[src/md5sh_pkg.sv]
// ---------------------------------------------------------------------------
// md5sh_pkg
// Shared types, constants and round helper functions for the MD5 stream core.
// ---------------------------------------------------------------------------
package md5sh_pkg;

	localparam int unsigned BLK_BYTES = 64;
	localparam int unsigned BLK_WORDS = 16;
	localparam int unsigned ROUNDS    = 64;

	localparam logic [31:0] IV_A = 32'h67452301;
	localparam logic [31:0] IV_B = 32'hefcdab89;
	localparam logic [31:0] IV_C = 32'h98badcfe;
	localparam logic [31:0] IV_D = 32'h10325476;

	localparam logic [7:0] PAD_BYTE = 8'h80;
	// fill position where the 64-bit length field starts
	localparam logic [5:0] LEN_POS  = 6'd56;
	localparam logic [5:0] FILL_END = 6'd63;
	localparam logic [1:0] WIDX_END = 2'd3;

	typedef enum logic [2:0] {
		ST_IN,    // taking message bytes
		ST_PAD,   // pushing 0x80, zeros and length
		ST_COMP,  // 64 rounds over the block buffer
		ST_ADD,   // fold working words into the chain
		ST_OUT    // deliver four digest words
	} state_t;

	// control from the sequencer to the round engine
	typedef struct packed {
		logic       load;   // load working words from chain
		logic       step;   // run one round with the memory word
		logic [5:0] idx;    // round number
	} rnd_ctrl_t;

	localparam logic [31:0] MD5_K [ROUNDS] = '{
		32'hd76aa478, 32'he8c7b756, 32'h242070db, 32'hc1bdceee,
		32'hf57c0faf, 32'h4787c62a, 32'ha8304613, 32'hfd469501,
		32'h698098d8, 32'h8b44f7af, 32'hffff5bb1, 32'h895cd7be,
		32'h6b901122, 32'hfd987193, 32'ha679438e, 32'h49b40821,
		32'hf61e2562, 32'hc040b340, 32'h265e5a51, 32'he9b6c7aa,
		32'hd62f105d, 32'h02441453, 32'hd8a1e681, 32'he7d3fbc8,
		32'h21e1cde6, 32'hc33707d6, 32'hf4d50d87, 32'h455a14ed,
		32'ha9e3e905, 32'hfcefa3f8, 32'h676f02d9, 32'h8d2a4c8a,
		32'hfffa3942, 32'h8771f681, 32'h6d9d6122, 32'hfde5380c,
		32'ha4beea44, 32'h4bdecfa9, 32'hf6bb4b60, 32'hbebfbc70,
		32'h289b7ec6, 32'heaa127fa, 32'hd4ef3085, 32'h04881d05,
		32'hd9d4d039, 32'he6db99e5, 32'h1fa27cf8, 32'hc4ac5665,
		32'hf4292244, 32'h432aff97, 32'hab9423a7, 32'hfc93a039,
		32'h655b59c3, 32'h8f0ccc92, 32'hffeff47d, 32'h85845dd1,
		32'h6fa87e4f, 32'hfe2ce6e0, 32'ha3014314, 32'h4e0811a1,
		32'hf7537e82, 32'hbd3af235, 32'h2ad7d2bb, 32'heb86d391
	};

	// message word index used by round i
	function automatic logic [3:0] msg_sel(input logic [5:0] i);
		logic [3:0] lo;
		logic [3:0] g;
		lo = i[3:0];
		case (i[5:4])
			2'd0: g = lo;
			2'd1: g = 4'((lo << 2) + lo + 4'd1);
			2'd2: g = 4'((lo << 1) + lo + 4'd5);
			2'd3: g = 4'((lo << 3) - lo);
			default: g = lo;
		endcase
		return g;
	endfunction

	// left-rotate amount of round i
	function automatic logic [4:0] rot_amt(input logic [5:0] i);
		logic [4:0] s;
		case ({i[5:4], i[1:0]})
			4'h0: s = 5'd7;  4'h1: s = 5'd12; 4'h2: s = 5'd17; 4'h3: s = 5'd22;
			4'h4: s = 5'd5;  4'h5: s = 5'd9;  4'h6: s = 5'd14; 4'h7: s = 5'd20;
			4'h8: s = 5'd4;  4'h9: s = 5'd11; 4'ha: s = 5'd16; 4'hb: s = 5'd23;
			4'hc: s = 5'd6;  4'hd: s = 5'd10; 4'he: s = 5'd15; 4'hf: s = 5'd21;
			default: s = 5'd7;
		endcase
		return s;
	endfunction

endpackage

[src/md5sh_buf.sv]
// ---------------------------------------------------------------------------
// md5sh_buf
// 64-byte block buffer: byte-lane writes, 32-bit little-endian word reads.
// ---------------------------------------------------------------------------
module md5sh_buf (
	input  logic        clk,
	input  logic        wr_en,
	input  logic [5:0]  wr_addr,   // byte address
	input  logic [7:0]  wr_data,
	input  logic        rd_en,
	input  logic [3:0]  rd_addr,   // word address
	output logic [31:0] rd_data
);

	logic [3:0][7:0] mem [md5sh_pkg::BLK_WORDS];

	always_ff @(posedge clk) begin
		if (wr_en) begin
			mem[wr_addr[5:2]][wr_addr[1:0]] <= wr_data;
		end
	end

	always_ff @(posedge clk) begin
		if (rd_en) begin
			rd_data <= mem[rd_addr];
		end
	end

endmodule

[src/md5sh_round.sv]
// ---------------------------------------------------------------------------
// md5sh_round
// MD5 round engine: four working words, one round per step.
// ---------------------------------------------------------------------------
module md5sh_round (
	input  logic                  clk,
	input  md5sh_pkg::rnd_ctrl_t  ctrl,
	input  logic [3:0][31:0]      chain,   // [0]=A .. [3]=D
	input  logic [31:0]           msg,
	output logic [3:0][31:0]      work
);

	logic [31:0] a_q, b_q, c_q, d_q;
	logic [31:0] f;
	logic [31:0] sum;
	logic [63:0] rot;
	logic [31:0] t;

	always_comb begin
		case (ctrl.idx[5:4])
			2'd0: f = (b_q & c_q) | (~b_q & d_q);
			2'd1: f = (d_q & b_q) | (~d_q & c_q);
			2'd2: f = b_q ^ c_q ^ d_q;
			2'd3: f = c_q ^ (b_q | ~d_q);
			default: f = b_q ^ c_q ^ d_q;
		endcase
		sum = a_q + f + md5sh_pkg::MD5_K[ctrl.idx] + msg;
		rot = {sum, sum} << md5sh_pkg::rot_amt(ctrl.idx);
		t   = b_q + rot[63:32];
	end

	always_ff @(posedge clk) begin
		if (ctrl.load) begin
			a_q <= chain[0];
			b_q <= chain[1];
			c_q <= chain[2];
			d_q <= chain[3];
		end else if (ctrl.step) begin
			a_q <= d_q;
			d_q <= c_q;
			c_q <= b_q;
			b_q <= t;
		end
	end

	assign work = {d_q, c_q, b_q, a_q};

endmodule

[src/md5sh_ctrl.sv]
// ---------------------------------------------------------------------------
// md5sh_ctrl
// Sequencer: byte intake, padding, round issue, chaining and digest output.
// ---------------------------------------------------------------------------
module md5sh_ctrl (
	input  logic                  clk,
	input  logic                  arst_n,
	input  logic                  s_tvalid,
	output logic                  s_tready,
	input  logic [7:0]            s_byte,
	input  logic                  s_valid_byte,
	input  logic                  s_eom,
	output logic                  m_tvalid,
	input  logic                  m_tready,
	output logic [31:0]           m_word,
	output logic [1:0]            m_index,
	output logic                  m_last,
	// block buffer
	output logic                  buf_wr_en,
	output logic [5:0]            buf_wr_addr,
	output logic [7:0]            buf_wr_data,
	output logic                  buf_rd_en,
	output logic [3:0]            buf_rd_addr,
	// round engine
	output md5sh_pkg::rnd_ctrl_t  rnd,
	output logic [3:0][31:0]      chain,
	input  logic [3:0][31:0]      work
);

	md5sh_pkg::state_t st_q, st_d;

	logic [5:0]       fill_q;
	logic [63:0]      bits_q;
	logic [3:0][31:0] chain_q;
	logic             pad_q;      // message finishing
	logic             sent80_q;   // 0x80 marker pushed
	logic             lenph_q;    // length field started
	logic [6:0]       rcnt_q;     // rounds issued to memory
	logic             step_s1;
	logic [5:0]       idx_s1;
	logic [1:0]       widx_q;

	logic       in_acc, out_acc, push, blk_full, pad_in_len, rd_issue, last_round;
	logic [7:0] push_byte;

	// ---------------- outputs / datapath controls ----------------
	always_comb begin
		s_tready   = (st_q == md5sh_pkg::ST_IN);
		in_acc     = s_tvalid && s_tready;
		m_tvalid   = (st_q == md5sh_pkg::ST_OUT);
		out_acc    = m_tvalid && m_tready;
		pad_in_len = sent80_q && (lenph_q || fill_q == md5sh_pkg::LEN_POS);
		push       = (in_acc && s_valid_byte) || (st_q == md5sh_pkg::ST_PAD);
		if (st_q != md5sh_pkg::ST_PAD) begin
			push_byte = s_byte;
		end else if (!sent80_q) begin
			push_byte = md5sh_pkg::PAD_BYTE;
		end else if (pad_in_len) begin
			push_byte = bits_q[{fill_q[2:0], 3'b000} +: 8];
		end else begin
			push_byte = 8'h00;
		end
		blk_full   = push && (fill_q == md5sh_pkg::FILL_END);
		rd_issue   = (st_q == md5sh_pkg::ST_COMP) && !rcnt_q[6];
		last_round = step_s1 && (idx_s1 == 6'(md5sh_pkg::ROUNDS - 1));
	end

	assign buf_wr_en   = push;
	assign buf_wr_addr = fill_q;
	assign buf_wr_data = push_byte;
	assign buf_rd_en   = rd_issue;
	assign buf_rd_addr = md5sh_pkg::msg_sel(rcnt_q[5:0]);

	assign rnd.load = blk_full;
	assign rnd.step = step_s1;
	assign rnd.idx  = idx_s1;
	assign chain    = chain_q;

	assign m_word  = chain_q[widx_q];
	assign m_index = widx_q;
	assign m_last  = (widx_q == md5sh_pkg::WIDX_END);

	// ---------------- next state ----------------
	always_comb begin
		st_d = st_q;
		case (st_q)
			md5sh_pkg::ST_IN: begin
				if (in_acc) begin
					if (blk_full) begin
						st_d = md5sh_pkg::ST_COMP;
					end else if (s_eom) begin
						st_d = md5sh_pkg::ST_PAD;
					end
				end
			end
			md5sh_pkg::ST_PAD: begin
				if (blk_full) begin
					st_d = md5sh_pkg::ST_COMP;
				end
			end
			md5sh_pkg::ST_COMP: begin
				if (last_round) begin
					st_d = md5sh_pkg::ST_ADD;
				end
			end
			md5sh_pkg::ST_ADD: begin
				if (lenph_q) begin
					st_d = md5sh_pkg::ST_OUT;
				end else if (pad_q) begin
					st_d = md5sh_pkg::ST_PAD;
				end else begin
					st_d = md5sh_pkg::ST_IN;
				end
			end
			md5sh_pkg::ST_OUT: begin
				if (out_acc && m_last) begin
					st_d = md5sh_pkg::ST_IN;
				end
			end
			default: st_d = md5sh_pkg::ST_IN;
		endcase
	end

	// ---------------- registers ----------------
	always_ff @(posedge clk or negedge arst_n) begin
		if (!arst_n) begin
			st_q     <= md5sh_pkg::ST_IN;
			fill_q   <= '0;
			bits_q   <= '0;
			chain_q  <= {md5sh_pkg::IV_D, md5sh_pkg::IV_C, md5sh_pkg::IV_B, md5sh_pkg::IV_A};
			pad_q    <= 1'b0;
			sent80_q <= 1'b0;
			lenph_q  <= 1'b0;
			rcnt_q   <= '0;
			step_s1  <= 1'b0;
			idx_s1   <= '0;
			widx_q   <= '0;
		end else begin
			st_q    <= st_d;
			step_s1 <= rd_issue;
			idx_s1  <= rcnt_q[5:0];
			if (push) begin
				fill_q <= fill_q + 6'd1;
			end
			if (in_acc && s_valid_byte) begin
				bits_q <= bits_q + 64'd8;
			end
			if (in_acc && s_eom) begin
				pad_q <= 1'b1;
			end
			if (st_q == md5sh_pkg::ST_PAD) begin
				sent80_q <= 1'b1;
				if (pad_in_len) begin
					lenph_q <= 1'b1;
				end
			end
			if (blk_full) begin
				rcnt_q <= '0;
			end else if (rd_issue) begin
				rcnt_q <= rcnt_q + 7'd1;
			end
			if (st_q == md5sh_pkg::ST_ADD) begin
				for (int k = 0; k < 4; k++) begin
					chain_q[k] <= chain_q[k] + work[k];
				end
			end
			if (out_acc) begin
				widx_q <= widx_q + 2'd1;
				if (m_last) begin
					chain_q  <= {md5sh_pkg::IV_D, md5sh_pkg::IV_C,
					             md5sh_pkg::IV_B, md5sh_pkg::IV_A};
					fill_q   <= '0;
					bits_q   <= '0;
					pad_q    <= 1'b0;
					sent80_q <= 1'b0;
					lenph_q  <= 1'b0;
				end
			end
		end
	end

	// ---------------- assertions ----------------
	// a round is only computed while the sequencer is in the round state
	a_step_in_comp: assert property (@(posedge clk) disable iff (!arst_n)
		step_s1 |-> (st_q == md5sh_pkg::ST_COMP))
		else $error("round step outside compression");

	// buffer never written while rounds read it
	a_no_wr_in_comp: assert property (@(posedge clk) disable iff (!arst_n)
		(st_q == md5sh_pkg::ST_COMP) |-> !buf_wr_en)
		else $error("buffer write during compression");

	// every block compression starts with the fill count wrapped to zero and a fresh round count
	a_comp_entry: assert property (@(posedge clk) disable iff (!arst_n)
		blk_full |=> (fill_q == 6'd0) && (rcnt_q == 7'd0))
		else $error("bad compression start");

	// digest output only after the length field was written
	a_out_after_len: assert property (@(posedge clk) disable iff (!arst_n)
		m_tvalid |-> (lenph_q && fill_q == 6'd0))
		else $error("digest before length padding");

endmodule

[src/md5_stream_hash_core.sv]
// ---------------------------------------------------------------------------
// md5_stream_hash_core
// Streaming MD5: one message byte per request, 128-bit digest as 4 words.
// ---------------------------------------------------------------------------
// Throughput: one byte per cycle while a block fills; every 64th byte stalls
//   intake for a compression (a first word read, then 64 rounds at one per
//   cycle through the single block-buffer read port, then a chaining add).
// End of message: padding is pushed one byte per cycle, each padded block
//   then compressed (one or two in all), then four digest words, one per accepted cycle.
// Reset (arst_n low, async): chain at the MD5 initial vector, buffer empty,
//   bit count zero; buffer contents are not cleared and need not be.
// ---------------------------------------------------------------------------
module md5_stream_hash_core (
	input  logic        clk,
	input  logic        arst_n,
	// input stream
	input  logic        s_tvalid,
	output logic        s_tready,
	input  logic [7:0]  s_tdata,   // [7:0] data_byte
	input  logic        s_tuser,   // [0] byte_valid
	input  logic        s_tlast,   // end_of_message
	// digest stream
	output logic        m_tvalid,
	input  logic        m_tready,
	output logic [31:0] m_tdata,   // [31:0] digest_word (digest byte 4k in [7:0])
	output logic [1:0]  m_tuser,   // [1:0] word_index
	output logic        m_tlast    // last_word
);

	// block buffer ports
	logic        buf_wr_en;
	logic [5:0]  buf_wr_addr;
	logic [7:0]  buf_wr_data;
	logic        buf_rd_en;
	logic [3:0]  buf_rd_addr;
	logic [31:0] buf_rd_data;

	// round engine
	md5sh_pkg::rnd_ctrl_t rnd;
	logic [3:0][31:0]     chain;
	logic [3:0][31:0]     work;

	// sequencer: owns fill count, bit count and chaining words
	md5sh_ctrl u_ctrl (
		.clk          (clk),
		.arst_n       (arst_n),
		.s_tvalid     (s_tvalid),
		.s_tready     (s_tready),
		.s_byte       (s_tdata),
		.s_valid_byte (s_tuser),
		.s_eom        (s_tlast),
		.m_tvalid     (m_tvalid),
		.m_tready     (m_tready),
		.m_word       (m_tdata),
		.m_index      (m_tuser),
		.m_last       (m_tlast),
		.buf_wr_en    (buf_wr_en),
		.buf_wr_addr  (buf_wr_addr),
		.buf_wr_data  (buf_wr_data),
		.buf_rd_en    (buf_rd_en),
		.buf_rd_addr  (buf_rd_addr),
		.rnd          (rnd),
		.chain        (chain),
		.work         (work)
	);

	// 64-byte block memory, registered word read
	md5sh_buf u_buf (
		.clk     (clk),
		.wr_en   (buf_wr_en),
		.wr_addr (buf_wr_addr),
		.wr_data (buf_wr_data),
		.rd_en   (buf_rd_en),
		.rd_addr (buf_rd_addr),
		.rd_data (buf_rd_data)
	);

	// round i consumes the word read in the cycle before it
	md5sh_round u_round (
		.clk   (clk),
		.ctrl  (rnd),
		.chain (chain),
		.msg   (buf_rd_data),
		.work  (work)
	);

	// intake and digest delivery never overlap
	a_one_side: assert property (@(posedge clk) disable iff (!arst_n)
		!(s_tready && m_tvalid))
		else $error("intake open while digest pending");

	// a digest word waiting for the sink stays put
	a_out_hold: assert property (@(posedge clk) disable iff (!arst_n)
		(m_tvalid && !m_tready) |=> (m_tvalid && $stable(m_tdata) && $stable(m_tuser)))
		else $error("digest word changed while stalled");

	// the end-of-message request is followed by no intake until the digest is out
	a_eom_closes: assert property (@(posedge clk) disable iff (!arst_n)
		(s_tvalid && s_tready && s_tlast) |=> !s_tready)
		else $error("intake reopened before digest");

endmodule
[config.mk]
export PLATFORM = sky130hd
export DESIGN_NAME = md5_stream_hash_core
export DESIGN_NICKNAME = d
export VERILOG_FILES = /design/src/md5sh_pkg.sv /design/src/md5sh_buf.sv /design/src/md5sh_round.sv /design/src/md5sh_ctrl.sv /design/src/md5_stream_hash_core.sv
export SDC_FILE = /design/constraint.sdc
export NUM_CORES = 2
export LEC_CHECK = 0
export ABC_AREA = 1
export BUFFER_PORTS_ARGS = -buffer_cell sky130_fd_sc_hd__buf_2
export CAP_MARGIN = 0
export CORE_MARGIN = 10
export CORE_UTILIZATION = 25
export CTS_CLUSTER_SIZE = 24
export DETAILED_ROUTE_END_ITERATION = 10
export PLACE_DENSITY_LB_ADDON = 0.05
export SYNTH_ARGS = -nofsm -noshare
export SYNTH_HDL_FRONTEND = slang
export SYNTH_SLANG_ARGS = --single-unit
[constraint.sdc]
create_clock -name clk -period 22.9 [get_ports clk]
set_clock_uncertainty 0.05 [all_clocks]
set_input_delay 1.145 -clock clk [delete_from_list [all_inputs] [get_ports clk]]
set_output_delay 1.145 -clock clk [all_outputs]
set_load 0.01 [all_outputs]
Word level (Yosys, flattened, before mapping). Memories as Yosys holds them, arrays and structs flattened. A register that Yosys moved wholly into a read port is not among the register bits. Cells that the tools add are included.

Word-level logic and storage cells: 147. Bits in writable memories: 512. Memory bits (read-only): 2128. Memories kept: 3. Input bits: 14. Bits in registers: 348. Output and inout bits: 37.

$add $sub $neg: 17. $lt $le $gt $ge: 4. Reductions and logical operators: 19. Equality and inequality tests: 20. Muxes and demuxes: 51. Bitwise gates (word level): 13. Shifts and indexed selects: 2.

Memory list: (name not given) (depth 64, width 32, read ports 1, clocked after memory_dff 0, wr ports 0, RTL line md5sh_round.sv:27) `sum = a_q + f + md5sh_pkg::MD5_K[ctrl.idx] + msg;`; u_buf.mem (depth 16, width 32, read ports 1, clocked after memory_dff 1, wr ports 1, RTL line md5sh_buf.sv:15) `logic [3:0][7:0] mem [md5sh_pkg::BLK_WORDS];`; (name not given) (depth 16, width 5, read ports 1, clocked after memory_dff 0, wr ports 0, RTL line md5sh_pkg.sv:74) `case ({i[5:4], i[1:0]})`.

Operators by type and width (number): two-way mux 128 bit (3); two-way mux 32 bit (12); adder 32 bit (8); two-way mux 64 bit (3); AND 32 bit (4); one-hot mux 32 bit (4 select lines) (1); OR 32 bit (3); bitwise XOR 32 bit (3); adder 64 x 4 -> 64 bit, second input constant (1); binary-select mux 32 bit (select 2 bit) (1); NOT 32 bit (2); indexed part select 64 x 7 -> 8 bit (1); << shifter 64 x 5 -> 64 bit (1); two-way mux 8 bit (4); two-way mux 3 bit (7); == test 6 bit, second input constant (3); two-way mux 6 bit (3); demux 8 bit (select 2 bit) (1); one-hot mux 4 bit (4 select lines) (1); one-hot mux 3 bit (5 select lines) (1); two-way mux 7 bit (2); two-way mux 1 bit (12); == test 2 bit, second input constant (5); logical AND 1 bit (10); 23 further kinds (34).

Logic depth before layout (Yosys ltp).
Word-level depth: 11. Depth in mapped cells: 51. Gate-level depth less buffers: 51.

Modules after synthesis. Synthesis repeated with hierarchy kept, for this count alone.

Cells, all modules: 8486. Area, all modules: 61910.6 um^2.

Modules (own cells, without submodules): md5sh_buf (seq. area each 16335.7 um^2, cells an instance 2197, area an instance 23401.2 um^2, instances 1); md5sh_ctrl (seq. area each 5510.3 um^2, cells an instance 3593, area an instance 21281.7 um^2, instances 1); md5sh_round (seq. area each 3843.7 um^2, cells an instance 2696, area an instance 17227.8 um^2, instances 1).

Worst setup path before layout. No wires, ideal clock.

Kind: reg-to-reg. From: reg u_ctrl.idx_s1[0]. To: reg u_round.b_q[30] (data pin). Setup time: 0.254 ns. Required time: 22.596 ns. Cell stages (with the launch flop): 47. Arrival time: 7.017 ns. Slack: 15.579 ns. Path buffers: 1. Path through: dfrtp_1 > inv_1 > ha_1 > clkbuf_2 > nor2_1 > nor2_1 > nor2_1 > a211oi_1 > nor4_1 > fa_1 > inv_1 > fa_1 > inv_1 > ha_1 > inv_1 > fa_1 > o21ai_2 > nand2_1 > [11 not listed] > nand3_1 > nand2_1 > ha_1 > fa_1 > a31oi_1 > o211ai_1 > a21o_1 > a21o_1 > nand2_1 > nand2_1 > nand2_1 > nand2_1 > inv_1 > nor2_1 > nor2_1 > nand2_1 > nand3_1 > nand2_1.

Cells in the longest elaborated chain, start to end: 10.

Ends and longest elaborated chain: start: declaration (RTL line md5sh_ctrl.sv:40) `logic [5:0] idx_s1;`; start signal: assignment (RTL line md5sh_ctrl.sv:141) `idx_s1 <= rcnt_q[5:0];`; NOT 6 -> 7 bit (implied by the code) (RTL line md5sh_round.sv:27); memory read (64 x 32 bit); two-way mux 32 bit (implied by the code) (2 in series) (RTL line md5sh_round.sv:27); adder 32 bit (2 in series) (RTL line md5sh_round.sv:27); << shifter 64 x 5 -> 64 bit * (RTL line md5sh_round.sv:28) `rot = {sum, sum} << md5sh_pkg::rot_amt(ctrl.idx);`; adder 32 bit * (RTL line md5sh_round.sv:29) `t = b_q + rot[63:32];`; two-way mux 32 bit * (RTL line md5sh_round.sv:38) `end else if (ctrl.step) begin`; two-way mux 32 bit * (RTL line md5sh_round.sv:33) `if (ctrl.load) begin`; end signal: assignment (RTL line md5sh_round.sv:35) `b_q <= chain[1];`; end signal: assignment (RTL line md5sh_round.sv:42) `b_q <= t;`; end: declaration (RTL line md5sh_round.sv:13) `logic [31:0] a_q, b_q, c_q, d_q;`.

Mark *: on every way between the ends. The rest lies on a longest branch, timed or not. The select of a mux whose other input is x is not followed. A chain may end at the register's enable or synchronous reset.

Worst setup path after layout.
From: reg u_ctrl.idx_s1[0]. To: reg u_round.b_q[27] (data pin).

The elaborated chain is that of the path after synthesis.

==> impl_metrics.csv <==
group,metric,value,unit
run_status,status,"completed",
timing,min_period_over_period,0.4185,
placed_design,io_buffers,50,
timing,drv_slew,0,
timing,finalHoldViolCount,0,
timing,whs,0.3276,ns
critical_path,endpoint_kind,"register",
synth,synthFlopType,"edfxtp_1",
timing,setup_viol,0,
placed_design,placed_cell_area,59690,um^2
synth,synth_most_common_cell,"nand2_1",
grt,antenna_found_initial,8,
grt,grt_pass1_wl,357100,um
critical_path,cp-start-kind,"register",
worst_hold_path,hold_path_class,"input port to async pin",
critical_path,cp_slowest_cell,"a2111oi_0",
synth,ys_seq_elements,889,
run,cap_violations,0,
floorplan,initial_core_util,0.2516,
drt,firstDrtPassIters,6,
floorplan,fp.dieArea,243500,um^2
drt,vias,49090,
synth,seq_area_frac_synth,0.4584,
placed_design,hpwlAfterDp,180000,um
timing,period_needed,9.584,ns
drt,viasPerCell,5.035,
timing,tightest_slew,1.280,ns
floorplan,ios,51,
drt,ant_nets,0,
clock_tree,cts_buffers,114,
timing,maxSlewHeadroom,0.1470,
placed_design,gp_congestion,0.9305,
clock_tree,clk_transition_reported_paths,0.06,ns
synth,netlist_area,56050,um^2
synth,syn_avg_cell_area,8.344,um^2
synth,synthCells,6717,
finish,area_growth,13.19,%
placed_design,place_ws,13.20,ns
floorplan,core,222700,um^2
critical_path,cp_common_cell,"nand2_1",
timing,tns,0,ns
synth,synthDominantCellAreaShare,0.3600,
clock_tree,postCtsHoldBufs,0,
clock_tree,htree_levels,3,
synth,async_reset_ff_frac,0.2441,
synth,synth.area.top_cells,"edfxtp_1, nand2_1, o21ai_0, dfrtp_1, nor2_1",
synth,yosysWarnings,0,
timing,final.setup.worst_slack,13.32,ns
clock_tree,root_buffer,"clkbuf_16",
finish,fin_area,63440,um^2
critical_path,worstSetupPathType,"register to register",
drt,drtIter0Drc,3825,
clock_tree,insertion_delay,0.77,ns
floorplan,die_y,493.5,um
finish,fillers,23890,
synth,synth_common_cells,"nand2_1, o21ai_0, nor2_1",
grt,grtUsageTotal,0.1973,
clock_tree,cts_setup_buffers,0,
timing,fmax,0.1043,GHz
drt,wire_per_inst,25.55,um
synth,synth_area_leader_cell,"edfxtp_1",
clock_tree,cts_tree,"built",
grt,gr-total-overflow,0,
drt,drc,0,
floorplan,rows,173,
synth,synth_cell_types,71,
synth,synth_edf_count,672,
timing,grt_setup_unrepaired,"false",
critical_path,slowest_delay,0.89,ns
critical_path,cp.arrival,10.03,ns
critical_path,worstPathRequired,23.34,ns
grt,grt_max_degree,136,
grt,grt_pass1_vias,47950,
finish,drive_above_1_share,0.06665,
finish,nets,6971,
floorplan,die_w,493.5,um
clock_tree,clockBufferDepth,3,
clock_tree,cts_resized,0,
clock_tree,cts.sink_count,889,
drt,wirelength,249100,um
synth,synth_fp_nets,7021,
critical_path,crit_fanout,13,
worst max-delay path, delay by kind of cell (launching register included):
family,cells,cell delay (ns)
fa+ha+maj,5,2.16
flops,1,0.61
xor+xnor,1,0.21
compound gates,8,2.51
buf+inv,6,0.94
simple gates,24,2.82
final timing paths:
kind	from	end	slack (ns)	depth (start not counted)
hold reg to reg	u_ctrl.chain[95]	u_ctrl.chain[95]	0.45	2
setup reg to reg	u_ctrl.idx_s1[0]	u_round.b_q[27]	13.32	44
hold / removal	arst_n	u_ctrl.chain[88]	0.33	1
min in group clk	u_ctrl.chain[95]	u_ctrl.chain[95]	0.45	2
setup / recovery	u_ctrl.idx_s1[0]	u_round.b_q[27]	13.32	44
max in group asynchronous	arst_n	u_ctrl.bits_q[16]	20.63	3
cell type report:
| cell class | count | area [um^2] | area share |
|---|---|---|---|
| Multi-Input combinational cell | 4758 | 26480 | 0.4174 |
| Clock buffer | 162 | 3154 | 0.04972 |
| Timing Repair Buffer | 126 | 865.8 | 0.01365 |
| Clock inverter | 54 | 570.5 | 0.008994 |
| Tap cell | 2975 | 3722 | 0.05868 |
| Sequential cell | 889 | 25690 | 0.4050 |
| Inverter | 778 | 2939 | 0.04633 |
| Antenna cell | 7 | 17.52 | 0.0002761 |
flip-flops by register name, indices dropped and copies added (netlist names), 2 cells and up:
register,cells
u_buf.mem,512
u_buf.rd_data,32
u_ctrl.bits_q,61
u_ctrl.buf_wr_addr,6
u_ctrl.chain,128
u_ctrl.idx_s1,6
u_ctrl.m_index,2
u_ctrl.rcnt_q,7
u_ctrl.st_q,3
u_round.a_q,32
u_round.b_q,32
u_round.c_q,32
u_round.d_q,32
stage by stage:
| step | instances | utilization |
|---|---|---|
| final | 9749 | 0.2848 |
| after global placement | 9525 | 0.2680 |
| after floorplan | 6717 | - |
| after global routing | 9743 | 0.2847 |
| after CTS | 9741 | 0.2847 |
| after detailed placement | 9525 | 0.2680 |
layout by cell type (no fill, tap or decap), types with 17 or more instances in the layout:
| cell | count |
|---|---|
| a21o_1 | 17 |
| a21oi_1 | 428 |
| a221oi_1 | 26 |
| a31oi_1 | 22 |
| buf_2 | 49 |
| buf_4 | 72 |
| clkbuf_1 | 37 |
| clkbuf_16 | 115 |
| clkinv_1 | 24 |
| dfrtp_1 | 152 |
| dfstp_2 | 64 |
| edfxtp_1 | 672 |
| fa_1 | 68 |
| ha_1 | 222 |
| inv_1 | 752 |
| inv_2 | 18 |
| nand2_1 | 1134 |
| nand3_1 | 441 |
| nand4_1 | 59 |
| nor2_1 | 758 |
| nor3_1 | 82 |
| nor4_1 | 21 |
| o211ai_1 | 166 |
| o21a_1 | 21 |
| o21ai_0 | 805 |
| o21ai_1 | 24 |
| o21bai_1 | 18 |
| o221ai_1 | 104 |
| o22ai_1 | 72 |
| or2_2 | 26 |
| xnor2_1 | 35 |
| xor2_1 | 72 |
routing by layer:
layer / track usage / part of all wire / up-vias
met5: 0 / 0 / -
met4: 0.04196 / 0.022 / 0
met3: 0.01985 / 0.037 / 240
met2: 0.3205 / 0.46 / 1169
met1: 0.2828 / 0.48 / 24400
li1: - / - / 23280
cell families (layout without fill, tap and decap cells):
group	after synthesis	count (layout)	synth area share
and+or+nand+nor	2576	2576	0.1936
other	0	7	0
buffers and inverters	1070	1120	0.07249
adders and majority gates	290	290	0.07385
AOI/OAI and AO/OA	1783	1783	0.1846
muxes	2	2	0.0003572
xor gates and xnor gates	107	107	0.01672
DFF	889	889	0.4584
Power is left out: the tool's default activity adds up to more than one toggle a clock period on the data nets, which glitch-free logic cannot reach.
